**src/hdl/dnd_pkg.sv**
```systemverilog
// Package: shared types and constants for the DNS name decompressor.
package dnd_pkg;

   localparam int unsigned POS_W   = 14;   // width of a compression pointer target
   localparam int unsigned TLEN_W  = 8;    // dotted text never exceeds 255 characters
   localparam int unsigned WIDX_W  = 6;    // 64 words of four characters
   localparam logic [7:0]  PTR_MARK   = 8'd192;
   localparam logic [7:0]  DOT_CHAR   = 8'h2E;
   localparam logic [9:0]  NAME_CAP   = 10'd255;
   localparam logic [7:0]  HOPS_RESET = 8'd16;
   localparam logic        KIND_LOAD   = 1'b0;
   localparam logic        KIND_DECODE = 1'b1;
   localparam logic        REG_MAX_HOPS = 1'b0;  // register select bit for max_pointer_hops

   typedef enum logic [1:0] {
      ERR_NONE   = 2'd0,
      ERR_HOPS   = 2'd1,
      ERR_LENGTH = 2'd2,
      ERR_RANGE  = 2'd3
   } err_type;

   typedef enum logic [2:0] {
      S_IDLE,
      S_LEN_ADDR,
      S_LEN,
      S_PTR,
      S_LBL,
      S_FLUSH,
      S_RD,
      S_OUT
   } state_type;

   typedef struct packed {
      logic        kind;
      logic [11:0] address;
      logic [7:0]  data_byte;
   } req_item_type;

   typedef struct packed {
      logic [31:0] name_chunk;
      logic [2:0]  valid_count;
      logic        last;
      logic [8:0]  consumed_bytes;
      logic [1:0]  error_code;
   } rsp_item_type;

   // Control from the walk sequencer to the text buffer
   typedef struct packed {
      logic              append;
      logic              flush;
      logic [7:0]        byte_val;
      logic [1:0]        lane;
      logic [WIDX_W-1:0] word_idx;
      logic [WIDX_W-1:0] rd_idx;
   } tb_ctrl_type;

endpackage

```
**src/hdl/dnd_text_buf.sv**
```systemverilog
// Text buffer: packs decoded characters into words and holds them for output.
module dnd_text_buf
   import dnd_pkg::*;
(
   input  logic        clock,
   input  tb_ctrl_type ctrl,
   output logic [31:0] rd_word
);

   logic [31:0] words [2**WIDX_W];
   logic [31:0] pack_ff, pack_in;
   logic [31:0] rd_word_ff;
   logic        wr_en;
   logic [31:0] wr_word;

   // merge the new character into its lane; lane 0 starts a fresh word
   always_comb begin
      pack_in = pack_ff;
      wr_en   = 1'b0;
      wr_word = pack_ff;
      if (ctrl.append) begin
         if (ctrl.lane == 2'd0) begin
            pack_in = {24'd0, ctrl.byte_val};
         end else begin
            pack_in = pack_ff | ({24'd0, ctrl.byte_val} << {ctrl.lane, 3'b000});
         end
         if (ctrl.lane == 2'd3) begin
            wr_en   = 1'b1;
            wr_word = {ctrl.byte_val, pack_ff[23:0]};
         end
      end else if (ctrl.flush && ctrl.lane != 2'd0) begin
         wr_en = 1'b1;
      end
   end

   always_ff @(posedge clock) begin
      pack_ff <= pack_in;
      if (wr_en) begin
         words[ctrl.word_idx] <= wr_word;
      end
      rd_word_ff <= words[ctrl.rd_idx];
   end

   assign rd_word = rd_word_ff;

endmodule

```
**config.mk**
```make
export PLATFORM = sky130hd
export DESIGN_NAME = dnd_text_buf
export DESIGN_NICKNAME = d
export VERILOG_FILES = /design/src/hdl/dnd_pkg.sv /design/src/hdl/dnd_text_buf.sv
export SDC_FILE = /design/constraint.sdc
export NUM_CORES = 2
export LEC_CHECK = 0
export ABC_CLOCK_PERIOD_IN_PS = 5000
export BUFFER_PORTS_ARGS = -buffer_cell sky130_fd_sc_hd__buf_4
export CORE_MARGIN = 2
export CORE_UTILIZATION = 40
export DETAILED_ROUTE_END_ITERATION = 8
export MAX_ROUTING_LAYER = met4
export PLACE_DENSITY = 0.64
export SYNTH_ARGS = -nofsm -noshare
export SYNTH_HDL_FRONTEND = slang
export SYNTH_SLANG_ARGS = --single-unit
```
**constraint.sdc**
```tcl
create_clock -name clock -period 5 [get_ports clock]
set_clock_uncertainty 0.2 [all_clocks]
set_input_delay 0.5 -clock clock [delete_from_list [all_inputs] [get_ports clock]]
set_output_delay 0.5 -clock clock [all_outputs]
set_load 0.1 [all_outputs]
```
==> flow_summary.json <==
{
  "hold_start": "ctrl[4]",
  "design_area_mm2": 0.0911,
  "tightest_slew_ns": 1.36,
  "clk-insertion-delay-late_ns": 0.81,
  "syn-num-nets": 3485,
  "finalHoldViolCount": 0,
  "grt_usage_pct": 20.1,
  "first_pass_iters": 5,
  "power_density_mw_per_mm2": 408,
  "r2r_cells": 5,
  "cts_setup_buffers": 0,
  "syn_inst": 3460,
  "cts_max_path_buffers": 3,
  "via_per_inst": 5.78,
  "clockRootBuffer": "clkbuf_16",
  "drtAntennaViolNets": 0,
  "dp_hpwl_um": 115000,
  "final_common_cell": "edfxtp_1",
  "syn_area_mm2": 0.0796,
  "nets": 3751,
  "area_delta_synth_final_pct": 14.4,
  "routedWlPerCell_um": 30.6,
  "max_slew_margin_pct": 8.21,
  "grt_start_max_net_pins": 86,
  "finalHoldWorstSlack_ns": 0.226,
  "totalPowerFinal_uw": 37200,
  "max_freq_mhz": 263,
  "worst-setup-path-type": "in2reg",
  "hold_path_end": "rd_word[11]",
  "synth_area_per_cell_um2": 23.0,
  "gp_congestion": 0.839,
  "dieArea_mm2": 0.203,
  "grt_pass1_vias": 37500,
  "endpoint_kind": "register",
  "status": "finished, final reports clean",
  "synth_seq_cells": 2112,
  "ff2ff_setup_slack_ns": 2.39,
  "numCtsBuffers": 200,
  "max-vdd-ir-drop_mv": 0.330,
  "ys_seq_area_share_pct": 79.2,
  "r2r-start": "words[15][9]",
  "wirelength_um": 200000,
  "clk_pin_slew_ns": 0.06,
  "start_util_pct": 40.3,
  "antenna_found_initial": 13,
  "drive_gt1_share_pct": 29.3,
  "post_dp_cell_area_mm2": 0.0845,
  "yosys_warnings": 0,
  "drc_errors": 0,
  "arrival_ns": 4.02,
  "vias": 37800,
  "leakage_uw": 0.0282,
  "post-route-period-util_pct": 75.9,
  "min_path_cells": 5,
  "die_w_um": 450,
  "grt_overflow_total": 0,
  "clock_sinks": 2112,
  "rows": 163,
  "grt_setup_unrepaired": "false",
  "hold_class": "in2reg",
  "drtIter0Drc": 4903,
  "port_buffers": 56,
  "cts_max_level": 4,
  "period_minus_slack_ns": 3.80,
  "fp.coreArea_mm2": 0.198,
  "crit_path_max_fanout": 35,
  "io-pin-count": 57,
  "tritoncts": "built",
  "die_h_um": 450,
  "startpoint_type": "input port",
  "synth_cell_types": 38,
  "final-max-slew-violation-count": 0,
  "worstPathRequired_ns": 5.22,
  "grt_pass1_wl_um": 283000,
  "regToRegEndpoint": "rd_word[9]",
  "cap_viol_max_count": 0,
  "finalSetupTns_ns": 0,
  "setup_viol": 0,
  "final_cell_mix": "2080 x edfxtp_1, 513 x mux4_2, 224 x buf_4"
}
==> critical path, cell delays in order <==
cell	delay, ns
dlygate4sd3_1	0.53
buf_4	0.39
mux2_2	0.23
a21oi_1	0.25
nor2_1	0.29
nand3_1	0.68
nor2_4	1.09
==> worst max-delay path by stage <==
| stage | start | to | slack, ns | depth (start not counted) |
|---|---|---|---|---|
| CTS | ctrl[23] | words[27][1] | 1.31 | 7 |
| finish | ctrl[23] | words[27][1] | 1.20 | 7 |
| floorplan | ctrl[11] | words[35][0] | 1.67 | 4 |
| global placement | ctrl[23] | words[57][24] | 0.98 | 6 |
| global route | ctrl[23] | words[27][17] | 1.08 | 7 |
| detailed placement | ctrl[23] | words[27][1] | 0.99 | 6 |
==> per-stage QoR <==
stage | util [%] | std cells | worst slack [ns]
3_3_place_gp | 42.7 | 6151 | 0.979
6_report | 46.1 | 6546 | 1.20
5_1_grt | 46.1 | 6543 | 1.08
4_1_cts | 46.1 | 6540 | 1.31
2_1_floorplan | - | 3460 | 1.67
3_5_place_dp | 42.7 | 6151 | 0.994
==> cell usage after synthesis <==
master     instances  share of area, %
a2111oi_0          1             0.011
a211oi_1           5             0.047
a21oi_1           52              0.33
a22oi_1           20              0.19
a311oi_1           1             0.011
a31oi_1            1            0.0079
a41oi_1            5             0.055
and2_1             2             0.016
and3b_1            1             0.011
buf_1              8             0.038
buf_2             69              0.43
buf_4             37              0.35
buf_6              2             0.028
clkbuf_1          71              0.33
dfxtp_1           32              0.80
edfxtp_1        2080                78
inv_1              2            0.0094
mux2_2            23              0.33
mux2i_1           62              0.78
mux4_2           513                15
nand2_1           31              0.15
nand2b_1           8             0.063
nand3_1           10             0.063
nand3b_1           6             0.057
nor2_1           129              0.61
nor2b_1           17              0.13
nor3_1            33              0.21
nor4_1            15              0.12
o21a_1             1            0.0094
o21ai_0           39              0.25
o221a_1            2             0.028
o221ai_1          29              0.32
o22a_1            29              0.32
o22ai_1          117              0.92
or2_0              1            0.0079
or2_2              2             0.016
or3_1              2             0.016
or3b_2             2             0.022
==> flip-flops by register name, summed over array words and instances, names as in the netlist <==
signal	cells
pack_ff	32
words	2048
rd_word	32
==> cell families (layout without fill, tap and decap cells) <==
group / Yosys count / in the layout / share of synthesized area, %
other: 0 / 5 / 0
DFF: 2112 / 2112 / 79.2
and+or+nand+nor: 259 / 259 / 1.48
AOI/OAI and AO/OA: 302 / 302 / 2.49
buffers and inverters: 189 / 630 / 1.19
muxes: 598 / 598 / 15.6
==> layer usage <==
metal	part of all wire, %	global-route usage (%)	vias up
li1	-	-	15400
met1	41	27.9	20500
met2	49	31.4	1734
met3	8.0	3.20	265
met4	2.4	5.01	0
met5	0	-	-
==> timing repair <==
item / in CTS / in global routing
hold buffers: 12 / 0
resized for setup: 0 / 0
endpoints found under the hold margin: 67 / 0
==> layout make-up <==
type / count / area (um^2)
antenna: 5 / 12.5
clock buffer: 251 / 5370
clock inverter: 126 / 1130
fill: 16100 / 107000
inverter: 2 / 7.51
multi-input combinational: 1159 / 16100
sequential: 2112 / 63100
tap: 2640 / 3300
timing repair buffer: 251 / 2090
==> power breakdown <==
group          internal, uW  switching (uW)  total (uW)  leakage [uW]
registers             19700            92.9       19800        0.0190
logic                   689            1620        2310       0.00593
clock network          8590            6460       15100       0.00322
total                 29000            8180       37200        0.0282
Power figures use the tool's default switching activity.
