--- src/hdl/dnd_pkg.sv ---
// Package: shared types and constants for the DNS name decompressor.
package dnd_pkg;

   localparam int unsigned POS_W   = 14;   // width of a compression pointer target
   localparam int unsigned TLEN_W  = 8;    // dotted text never exceeds 255 characters
   localparam int unsigned WIDX_W  = 6;    // 64 words of four characters
   localparam logic [7:0]  PTR_MARK   = 8'd192;
   localparam logic [7:0]  DOT_CHAR   = 8'h2E;
   localparam logic [9:0]  NAME_CAP   = 10'd255;
   localparam logic [7:0]  HOPS_RESET = 8'd16;
   localparam logic        KIND_LOAD   = 1'b0;
   localparam logic        KIND_DECODE = 1'b1;
   localparam logic        REG_MAX_HOPS = 1'b0;  // register select bit for max_pointer_hops

   typedef enum logic [1:0] {
      ERR_NONE   = 2'd0,
      ERR_HOPS   = 2'd1,
      ERR_LENGTH = 2'd2,
      ERR_RANGE  = 2'd3
   } err_type;

   typedef enum logic [2:0] {
      S_IDLE,
      S_LEN_ADDR,
      S_LEN,
      S_PTR,
      S_LBL,
      S_FLUSH,
      S_RD,
      S_OUT
   } state_type;

   typedef struct packed {
      logic        kind;
      logic [11:0] address;
      logic [7:0]  data_byte;
   } req_item_type;

   typedef struct packed {
      logic [31:0] name_chunk;
      logic [2:0]  valid_count;
      logic        last;
      logic [8:0]  consumed_bytes;
      logic [1:0]  error_code;
   } rsp_item_type;

   // Control from the walk sequencer to the text buffer
   typedef struct packed {
      logic              append;
      logic              flush;
      logic [7:0]        byte_val;
      logic [1:0]        lane;
      logic [WIDX_W-1:0] word_idx;
      logic [WIDX_W-1:0] rd_idx;
   } tb_ctrl_type;

endpackage

--- src/hdl/dnd_walk_ctrl.sv ---
// Walk sequencer: follows labels and pointers, then formats the result items.
module dnd_walk_ctrl
   import dnd_pkg::*;
#(
   parameter int unsigned PACKET_BYTES = 4096
) (
   input  logic                            clock,
   input  logic                            reset,
   input  logic                            decode_go,
   input  logic [11:0]                     start_addr,
   input  logic [7:0]                      max_hops,
   output logic                            busy,
   output logic [$clog2(PACKET_BYTES)-1:0] pkt_rd_addr,
   input  logic [7:0]                      pkt_rd_data,
   output tb_ctrl_type                     tb_ctrl,
   input  logic [31:0]                     tb_rd_word,
   output logic                            rsp_valid,
   output rsp_item_type                    rsp_item
);

   localparam int unsigned AW = $clog2(PACKET_BYTES);
   localparam logic [POS_W:0] PB_LIMIT = (POS_W+1)'(PACKET_BYTES);

   state_type          state_ff, state_in;
   logic [POS_W-1:0]   pos_ff, pos_in;
   logic [7:0]         hop_ff, hop_in;
   logic [7:0]         rem_ff, rem_in;
   logic [TLEN_W-1:0]  tl_ff, tl_in;
   logic [8:0]         cons_ff, cons_in;
   logic               jumped_ff, jumped_in;
   logic [WIDX_W-1:0]  chunk_ff, chunk_in;
   logic               rsp_valid_ff, rsp_valid_in;
   rsp_item_type       rsp_ff, rsp_in;

   logic [POS_W:0]     pos_plus1;
   logic [POS_W:0]     pos_plus_b;
   logic [9:0]         need;
   logic               is_ptr;
   logic               is_end;
   logic               pos_out;
   logic               ptr_out;
   logic               lbl_long;
   logic               lbl_out;
   logic               hops_spent;
   logic [8:0]         chunk_rem;
   logic               chunk_last;
   logic [2:0]         chunk_valid;
   logic [31:0]        chunk_mask;

   assign pos_plus1  = {1'b0, pos_ff} + (POS_W+1)'(1);
   assign pos_plus_b = {1'b0, pos_ff} + {{(POS_W-7){1'b0}}, pkt_rd_data};
   assign need       = {2'b00, tl_ff} + {9'd0, (tl_ff != '0)} + {2'b00, pkt_rd_data};
   assign is_end     = pkt_rd_data == 8'd0;
   assign is_ptr     = pkt_rd_data >= PTR_MARK;
   assign pos_out    = {1'b0, pos_ff} >= PB_LIMIT;
   assign ptr_out    = pos_plus1 >= PB_LIMIT;
   assign hops_spent = hop_ff >= max_hops;
   assign lbl_long   = need > NAME_CAP;
   assign lbl_out    = pos_plus_b >= PB_LIMIT;

   assign chunk_rem   = {1'b0, tl_ff} - {1'b0, chunk_ff, 2'b00};
   assign chunk_last  = chunk_rem <= 9'd4;
   assign chunk_valid = chunk_last ? chunk_rem[2:0] : 3'd4;
   always_comb begin
      case (chunk_valid)
         3'd0:    chunk_mask = 32'h0000_0000;
         3'd1:    chunk_mask = 32'h0000_00FF;
         3'd2:    chunk_mask = 32'h0000_FFFF;
         3'd3:    chunk_mask = 32'h00FF_FFFF;
         default: chunk_mask = 32'hFFFF_FFFF;
      endcase
   end

   // next state
   always_comb begin
      state_in = state_ff;
      case (state_ff)
         S_IDLE:     if (decode_go) state_in = S_LEN_ADDR;
         S_LEN_ADDR: state_in = pos_out ? S_IDLE : S_LEN;
         S_LEN: begin
            if (is_end) begin
               state_in = S_FLUSH;
            end else if (is_ptr) begin
               state_in = (ptr_out || hops_spent) ? S_IDLE : S_PTR;
            end else begin
               state_in = (lbl_long || lbl_out) ? S_IDLE : S_LBL;
            end
         end
         S_PTR:   state_in = S_LEN_ADDR;
         S_LBL:   if (rem_ff == 8'd1) state_in = S_LEN_ADDR;
         S_FLUSH: state_in = S_RD;
         S_RD:    state_in = S_OUT;
         S_OUT:   state_in = chunk_last ? S_IDLE : S_RD;
         default: state_in = S_IDLE;
      endcase
   end

   // datapath and outputs
   always_comb begin
      pos_in       = pos_ff;
      hop_in       = hop_ff;
      rem_in       = rem_ff;
      tl_in        = tl_ff;
      cons_in      = cons_ff;
      jumped_in    = jumped_ff;
      chunk_in     = chunk_ff;
      rsp_valid_in = 1'b0;
      rsp_in       = rsp_ff;
      pkt_rd_addr  = pos_plus1[AW-1:0];
      tb_ctrl          = '0;
      tb_ctrl.byte_val = pkt_rd_data;
      tb_ctrl.lane     = tl_ff[1:0];
      tb_ctrl.word_idx = tl_ff[TLEN_W-1:2];
      tb_ctrl.rd_idx   = chunk_ff;

      case (state_ff)
         S_IDLE: begin
            if (decode_go) begin
               pos_in    = {{(POS_W-12){1'b0}}, start_addr};
               hop_in    = 8'd0;
               rem_in    = 8'd0;
               tl_in     = '0;
               cons_in   = 9'd1;
               jumped_in = 1'b0;
               chunk_in  = '0;
            end
         end
         S_LEN_ADDR: begin
            pkt_rd_addr = pos_ff[AW-1:0];
            if (pos_out) begin
               rsp_valid_in = 1'b1;
               rsp_in       = '{32'd0, 3'd0, 1'b1, cons_ff, ERR_RANGE};
            end
         end
         S_LEN: begin
            if (is_ptr && !is_end) begin
               if (ptr_out) begin
                  rsp_valid_in = 1'b1;
                  rsp_in       = '{32'd0, 3'd0, 1'b1, cons_ff, ERR_RANGE};
               end else if (hops_spent) begin
                  rsp_valid_in = 1'b1;
                  rsp_in       = '{32'd0, 3'd0, 1'b1, cons_ff, ERR_HOPS};
               end else begin
                  // keep the high pointer bits; the low byte arrives next cycle
                  pos_in = {pkt_rd_data[5:0], 8'd0};
                  if (!jumped_ff) cons_in = cons_ff + 9'd1;
               end
            end else if (!is_end) begin
               if (lbl_long || lbl_out) begin
                  rsp_valid_in = 1'b1;
                  rsp_in       = '{32'd0, 3'd0, 1'b1,
                                   jumped_ff ? cons_ff : cons_ff + 9'd1,
                                   lbl_long ? ERR_LENGTH : ERR_RANGE};
               end else begin
                  pos_in = pos_plus1[POS_W-1:0];
                  rem_in = pkt_rd_data;
                  if (!jumped_ff) cons_in = cons_ff + 9'd1 + {1'b0, pkt_rd_data};
                  // separator before every label but the first
                  if (tl_ff != '0) begin
                     tb_ctrl.append   = 1'b1;
                     tb_ctrl.byte_val = DOT_CHAR;
                     tl_in            = tl_ff + TLEN_W'(1);
                  end
               end
            end
         end
         S_PTR: begin
            pos_in    = {pos_ff[POS_W-1:8], pkt_rd_data};
            hop_in    = hop_ff + 8'd1;
            jumped_in = 1'b1;
         end
         S_LBL: begin
            tb_ctrl.append = 1'b1;
            tl_in          = tl_ff + TLEN_W'(1);
            rem_in         = rem_ff - 8'd1;
            pos_in         = pos_plus1[POS_W-1:0];
         end
         S_FLUSH: begin
            tb_ctrl.flush = 1'b1;
         end
         S_RD: begin
         end
         S_OUT: begin
            rsp_valid_in = 1'b1;
            rsp_in       = '{tb_rd_word & chunk_mask, chunk_valid, chunk_last,
                             chunk_last ? cons_ff : 9'd0, ERR_NONE};
            chunk_in     = chunk_ff + WIDX_W'(1);
         end
         default: begin
         end
      endcase
   end

   always_ff @(posedge clock) begin
      if (reset) begin
         state_ff     <= S_IDLE;
         pos_ff       <= '0;
         hop_ff       <= 8'd0;
         rem_ff       <= 8'd0;
         tl_ff        <= '0;
         cons_ff      <= 9'd1;
         jumped_ff    <= 1'b0;
         chunk_ff     <= '0;
         rsp_valid_ff <= 1'b0;
      end else begin
         state_ff     <= state_in;
         pos_ff       <= pos_in;
         hop_ff       <= hop_in;
         rem_ff       <= rem_in;
         tl_ff        <= tl_in;
         cons_ff      <= cons_in;
         jumped_ff    <= jumped_in;
         chunk_ff     <= chunk_in;
         rsp_valid_ff <= rsp_valid_in;
      end
      rsp_ff <= rsp_in;
   end

   assign busy      = state_ff != S_IDLE;
   assign rsp_valid = rsp_valid_ff;
   assign rsp_item  = rsp_ff;

endmodule

--- config.mk ---
export PLATFORM = sky130hd
export DESIGN_NAME = dnd_walk_ctrl
export DESIGN_NICKNAME = d
export VERILOG_FILES = /design/src/hdl/dnd_pkg.sv /design/src/hdl/dnd_walk_ctrl.sv
export SDC_FILE = /design/constraint.sdc
export NUM_CORES = 1
export LEC_CHECK = 0
export BUFFER_PORTS_ARGS = -buffer_cell sky130_fd_sc_hd__buf_2
export CORE_UTILIZATION = 50
export DETAILED_ROUTE_END_ITERATION = 10
export HOLD_SLACK_MARGIN = 0.05
export PLACE_DENSITY_LB_ADDON = 0.12
export SLEW_MARGIN = 10
export SYNTH_ARGS = -nofsm -noshare
export SYNTH_HDL_FRONTEND = slang
export SYNTH_SLANG_ARGS = --single-unit
--- constraint.sdc ---
create_clock -name clock -period 13.5 [get_ports clock]
set_input_delay 0 -clock clock [delete_from_list [all_inputs] [get_ports clock]]
set_output_delay 0 -clock clock [all_outputs]
set_load 0.01 [all_outputs]
==> metrics.txt <==
# TYPE chip_impl_metric gauge
chip_impl_info{name="status",value="finished, final reports clean"} 1
chip_impl_metric{name="layout_min_cycle_time",unit="ns"} 4.81
chip_impl_metric{name="fp.dieArea",unit="um2"} 14100
chip_impl_metric{name="synthDominantCellAreaShare",unit="%"} 20.8
chip_impl_metric{name="synthesized_instance_count",unit=""} 780
chip_impl_metric{name="seq_power_share",unit="%"} 47.4
chip_impl_metric{name="clockBufferDepth",unit=""} 2
chip_impl_metric{name="core.rowCount",unit=""} 42
chip_impl_metric{name="detailroute.via_count",unit=""} 6607
chip_impl_metric{name="timing.setup.tns",unit="ns"} 0
chip_impl_metric{name="power_report.internal_total",unit="uW"} 546
chip_impl_metric{name="detail_route.wl_per_cell",unit="um"} 17.2
chip_impl_metric{name="gp_routability_congestion",unit=""} 0.920
chip_impl_info{name="tritoncts",value="built"} 1
chip_impl_metric{name="worst_setup_hold_path_clk_slew",unit="ns"} 0.07
chip_impl_metric{name="drc_errors",unit=""} 0
chip_impl_info{name="synth_top_cell_by_area",value="edfxtp_1"} 1
chip_impl_metric{name="layoutNonFillerInstCount",unit=""} 1136
chip_impl_metric{name="overflow",unit=""} 0
chip_impl_metric{name="synth.ff_latch_count",unit=""} 105
chip_impl_info{name="cp_cell_sequence",value="inv_1 -> ha_1 -> or4b_2 -> nor4_1 -> fa_1 -> inv_1 -> fa_1 -> a211o_1 -> o2111ai_1 -> a21oi_1 -> nor4_2 -> nand2_1 -> a41o_1 -> and3_2 -> and2_1"} 1
chip_impl_metric{name="setup-violations-final",unit=""} 0
chip_impl_metric{name="irDropWorstVdd",unit="mV"} 0.0774
chip_impl_info{name="cp_slowest_cell",value="or4b_2"} 1
chip_impl_info{name="worstHoldPathType",value="primary input to flip-flop"} 1
chip_impl_metric{name="route.antenna.remaining_nets",unit=""} 0
chip_impl_metric{name="power.static_leakage",unit="uW"} 0.00342
chip_impl_metric{name="synthesis.area",unit="um2"} 6800
chip_impl_metric{name="core_area",unit="um2"} 13200
chip_impl_info{name="synth_flop_cell",value="dfxtp_1"} 1
chip_impl_metric{name="worstSkewPairLatency",unit="ns"} 0.36
chip_impl_metric{name="boundaryPins",unit=""} 148
chip_impl_metric{name="numCtsBuffers",unit=""} 9
chip_impl_metric{name="pin_count_of_the_biggest_net_entering_global_routing",unit=""} 53
chip_impl_metric{name="critPathMaxStageDelay",unit="ns"} 0.58
chip_impl_metric{name="drive_above_1_share",unit="%"} 19.9
chip_impl_metric{name="num-nets-final",unit=""} 1067
chip_impl_metric{name="finalWirelength",unit="um"} 19500
chip_impl_metric{name="clock_power_share",unit="%"} 32.3
chip_impl_metric{name="drv.max_cap_violation_count",unit=""} 0
chip_impl_metric{name="htreeDepth",unit=""} 3
chip_impl_metric{name="drt-initial-drc-count",unit=""} 535
chip_impl_metric{name="grt_antenna_before_repair",unit=""} 0
chip_impl_metric{name="grt_pass1_vias",unit=""} 6099
chip_impl_metric{name="final-max-slew-violation-count",unit=""} 0
chip_impl_metric{name="pwr-share-comb",unit="%"} 20.3
chip_impl_metric{name="synth_seq_area_share",unit="%"} 37.9
chip_impl_info{name="critPathKind",value="flip-flop to flip-flop"} 1
chip_impl_metric{name="met2_usage",unit="%"} 44.3
chip_impl_info{name="rsz0062_at_grt",value="no"} 1
chip_impl_metric{name="worst-endpoint-required",unit="ns"} 13.76
chip_impl_metric{name="area_delta_synth_final",unit="%"} 22.8
chip_impl_metric{name="syn-mean-instance-area",unit="um2"} 8.71
chip_impl_metric{name="cp_data_arrival_time",unit="ns"} 5.07
chip_impl_metric{name="fp.dieH",unit="um"} 119
chip_impl_metric{name="initial_utilization",unit="%"} 51.3
chip_impl_info{name="grt-busiest-layer",value="met2"} 1
chip_impl_metric{name="critPathMaxFanout",unit=""} 48
chip_impl_metric{name="wire_length_of_the_first_global_routing_pass",unit="um"} 30800
chip_impl_metric{name="clock_skew",unit="ns"} 0.0104
chip_impl_metric{name="dr.pass1.iters",unit=""} 5
chip_impl_metric{name="hpwlAfterDp",unit="um"} 13700
chip_impl_metric{name="synthDistinctLibCells",unit=""} 74
chip_impl_metric{name="synth-edff-count",unit=""} 47
chip_impl_metric{name="io_buffer_count",unit=""} 147
chip_impl_metric{name="drt-vias-per-instance",unit=""} 5.82
chip_impl_metric{name="ys_async_sr_fraction",unit="%"} 0
chip_impl_metric{name="chipWidth",unit="um"} 119
chip_impl_info{name="critPathLaunchType",value="flip-flop"} 1
chip_impl_info{name="ctsRootBufferMaster",value="clkbuf_16"} 1
chip_impl_metric{name="place.detailed.instances",unit=""} 1080
chip_impl_metric{name="antenna_cells_inserted",unit=""} 0
chip_impl_metric{name="groute.layer.met1.usage",unit="%"} 37.0
chip_impl_info{name="critPathCaptureType",value="flip-flop"} 1
chip_impl_metric{name="cts.sinks",unit=""} 105
chip_impl_metric{name="powerDensity",unit="nW/um2"} 93.7
chip_impl_metric{name="postCtsResizedCells",unit=""} 0
chip_impl_info{name="yosys-top-cells-area",value="edfxtp_1 (21%), dfxtp_1 (17%), ha_1 (8.1%), a21oi_1 (4.9%), nor2_1 (4.0%)"} 1
chip_impl_metric{name="fmax",unit="MHz"} 208
chip_impl_metric{name="final_hold_viol_count",unit=""} 0
chip_impl_metric{name="power.switching_fraction",unit="%"} 30.2
chip_impl_metric{name="gr-usage-met3",unit="%"} 4.73
chip_impl_metric{name="min_period_over_period",unit="%"} 35.7
chip_impl_metric{name="synth_fp_nets",unit=""} 892
chip_impl_metric{name="synth_warnings",unit=""} 0
chip_impl_metric{name="worst_slew_margin_rel",unit="%"} 26.9
chip_impl_metric{name="worst_pin_slew",unit="ns"} 1.10
chip_impl_metric{name="net-switching-power",unit="uW"} 236
chip_impl_metric{name="groute.usage.overall",unit="%"} 27.7
-- critical path: cells and delay by family, from the launching register on --
family	cells	cell delay, ns
AO/OA/AOI/OAI	4	0.79
buffers and inverters	2	0.23
flip-flops	1	0.36
adder cells (fa/ha/maj)	3	0.83
AND/OR/NAND/NOR	6	2.48
-- cells by family after synthesis --
family | synth area share [%]
compound gates | 20.9
simple gates | 22.9
flops | 37.9
mux | 0.792
buf+inv | 4.12
fa+ha+maj | 9.57
xor+xnor | 3.87
-- synthesized netlist by cell type (all sizes together) (4+ instances only) --
master,number
or2,5
a311oi,8
a21boi,4
edfxtp,47
nor3,31
a21oi,67
dfxtp,58
o21ai,46
or3,4
o22ai,6
nor2b,6
and3,6
clkbuf,19
o31ai,6
nand2b,22
nand2,70
nand3,29
buf,9
nand4,8
fa,5
inv,41
nor4,7
xnor2,16
o32ai,6
ha,44
a211oi,5
a221oi,10
and2,38
o211ai,6
a31oi,10
nor2,74
o21a,7
xor2,14
-- metrics by stage --
| stage | setup WS (ns) | hold WS, ns | util [%] | power, uW | area, um2 |
|---|---|---|---|---|---|
| final | 8.69 | 0.0685 | 63.0 | 781 | 8340 |
| after global routing | 8.34 | 0.0977 | 63.0 | 813 | 8340 |
| after floorplan | 8.89 | 0.111 | - | 469 | 6800 |
| after detailed placement | 8.67 | 0.279 | 57.9 | 525 | 7660 |
| after CTS | 8.67 | 0.0612 | 63.0 | 785 | 8340 |
| after global placement | 8.80 | 0.275 | 57.9 | 523 | 7660 |
-- path summary, 6_finish.rpt --
check / end / cells past startpoint / slack, ns / from
min reg2reg: rem_ff[6] / 2 / 0.49 / rem_ff[6]
max reg2reg: rsp_valid / 15 / 8.69 / tl_ff[0]
max: rsp_valid / 15 / 8.69 / tl_ff[0]
min: pos_ff[11] / 5 / 0.07 / start_addr[11]
-- power by group through the flow --
stage / Sequential [uW] / Clock [uW] / Combinational [uW]
floorplan: 381 / 0 / 88.1
detailed placement: 378 / 0 / 147
CTS: 370 / 258 / 157
global placement: 377 / 0 / 145
finish: 371 / 252 / 159
global route: 373 / 268 / 172
-- layout by cell type (no fill, tap or decap), types with 6 or more instances in the layout --
cell type / netlist / layout
edfxtp_1: 47 / 47
o21ai_0: 44 / 44
a311oi_1: 8 / 8
dfxtp_1: 58 / 58
and2_1: 38 / 38
o21a_1: 7 / 7
o32ai_1: 6 / 6
a221oi_1: 10 / 10
clkbuf_16: 0 / 9
buf_2: 5 / 147
a31oi_1: 8 / 8
inv_1: 41 / 41
nand4_1: 6 / 6
o22ai_1: 6 / 6
nand3_1: 29 / 29
nor2b_1: 6 / 6
nor2_1: 73 / 73
nand2b_1: 22 / 22
o211ai_1: 6 / 6
dlygate4sd3_1: 0 / 40
xor2_1: 14 / 14
ha_1: 44 / 44
xnor2_1: 16 / 16
nand2_1: 70 / 70
a21oi_1: 66 / 66
nor3_1: 31 / 31
-- final cells by class --
| class | instances | area, um2 |
|---|---|---|
| fill | 1169 | 4900 |
| multi-input combinational | 606 | 3940 |
| sequential | 105 | 2570 |
| timing repair buffer | 192 | 1170 |
| clock buffer | 10 | 229 |
| tap | 176 | 220 |
| inverter | 41 | 154 |
| clock inverter | 6 | 48.8 |
-- flip-flops by register name, indices dropped and copies added (netlist names) --
name	count
cons_ff	9
rsp_valid	1
state_ff	3
chunk_ff	6
rem_ff	8
hop_ff	8
pos_ff	14
rsp_item	47
tl_ff	8
jumped_ff	1
-- metal layers --
metal,wire [um],vias up
met4,546,0
met2,9220,267
met3,1300,40
met1,8440,3104
met5,0,-
li1,-,3196
-- what timing repair did --
item | 4_1_cts | 5_1_grt
endpoints found under the hold margin | 40 | 0
setup buffers | 0 | 0
hold buffers | 40 | 0
Power figures use the tool's default switching activity.
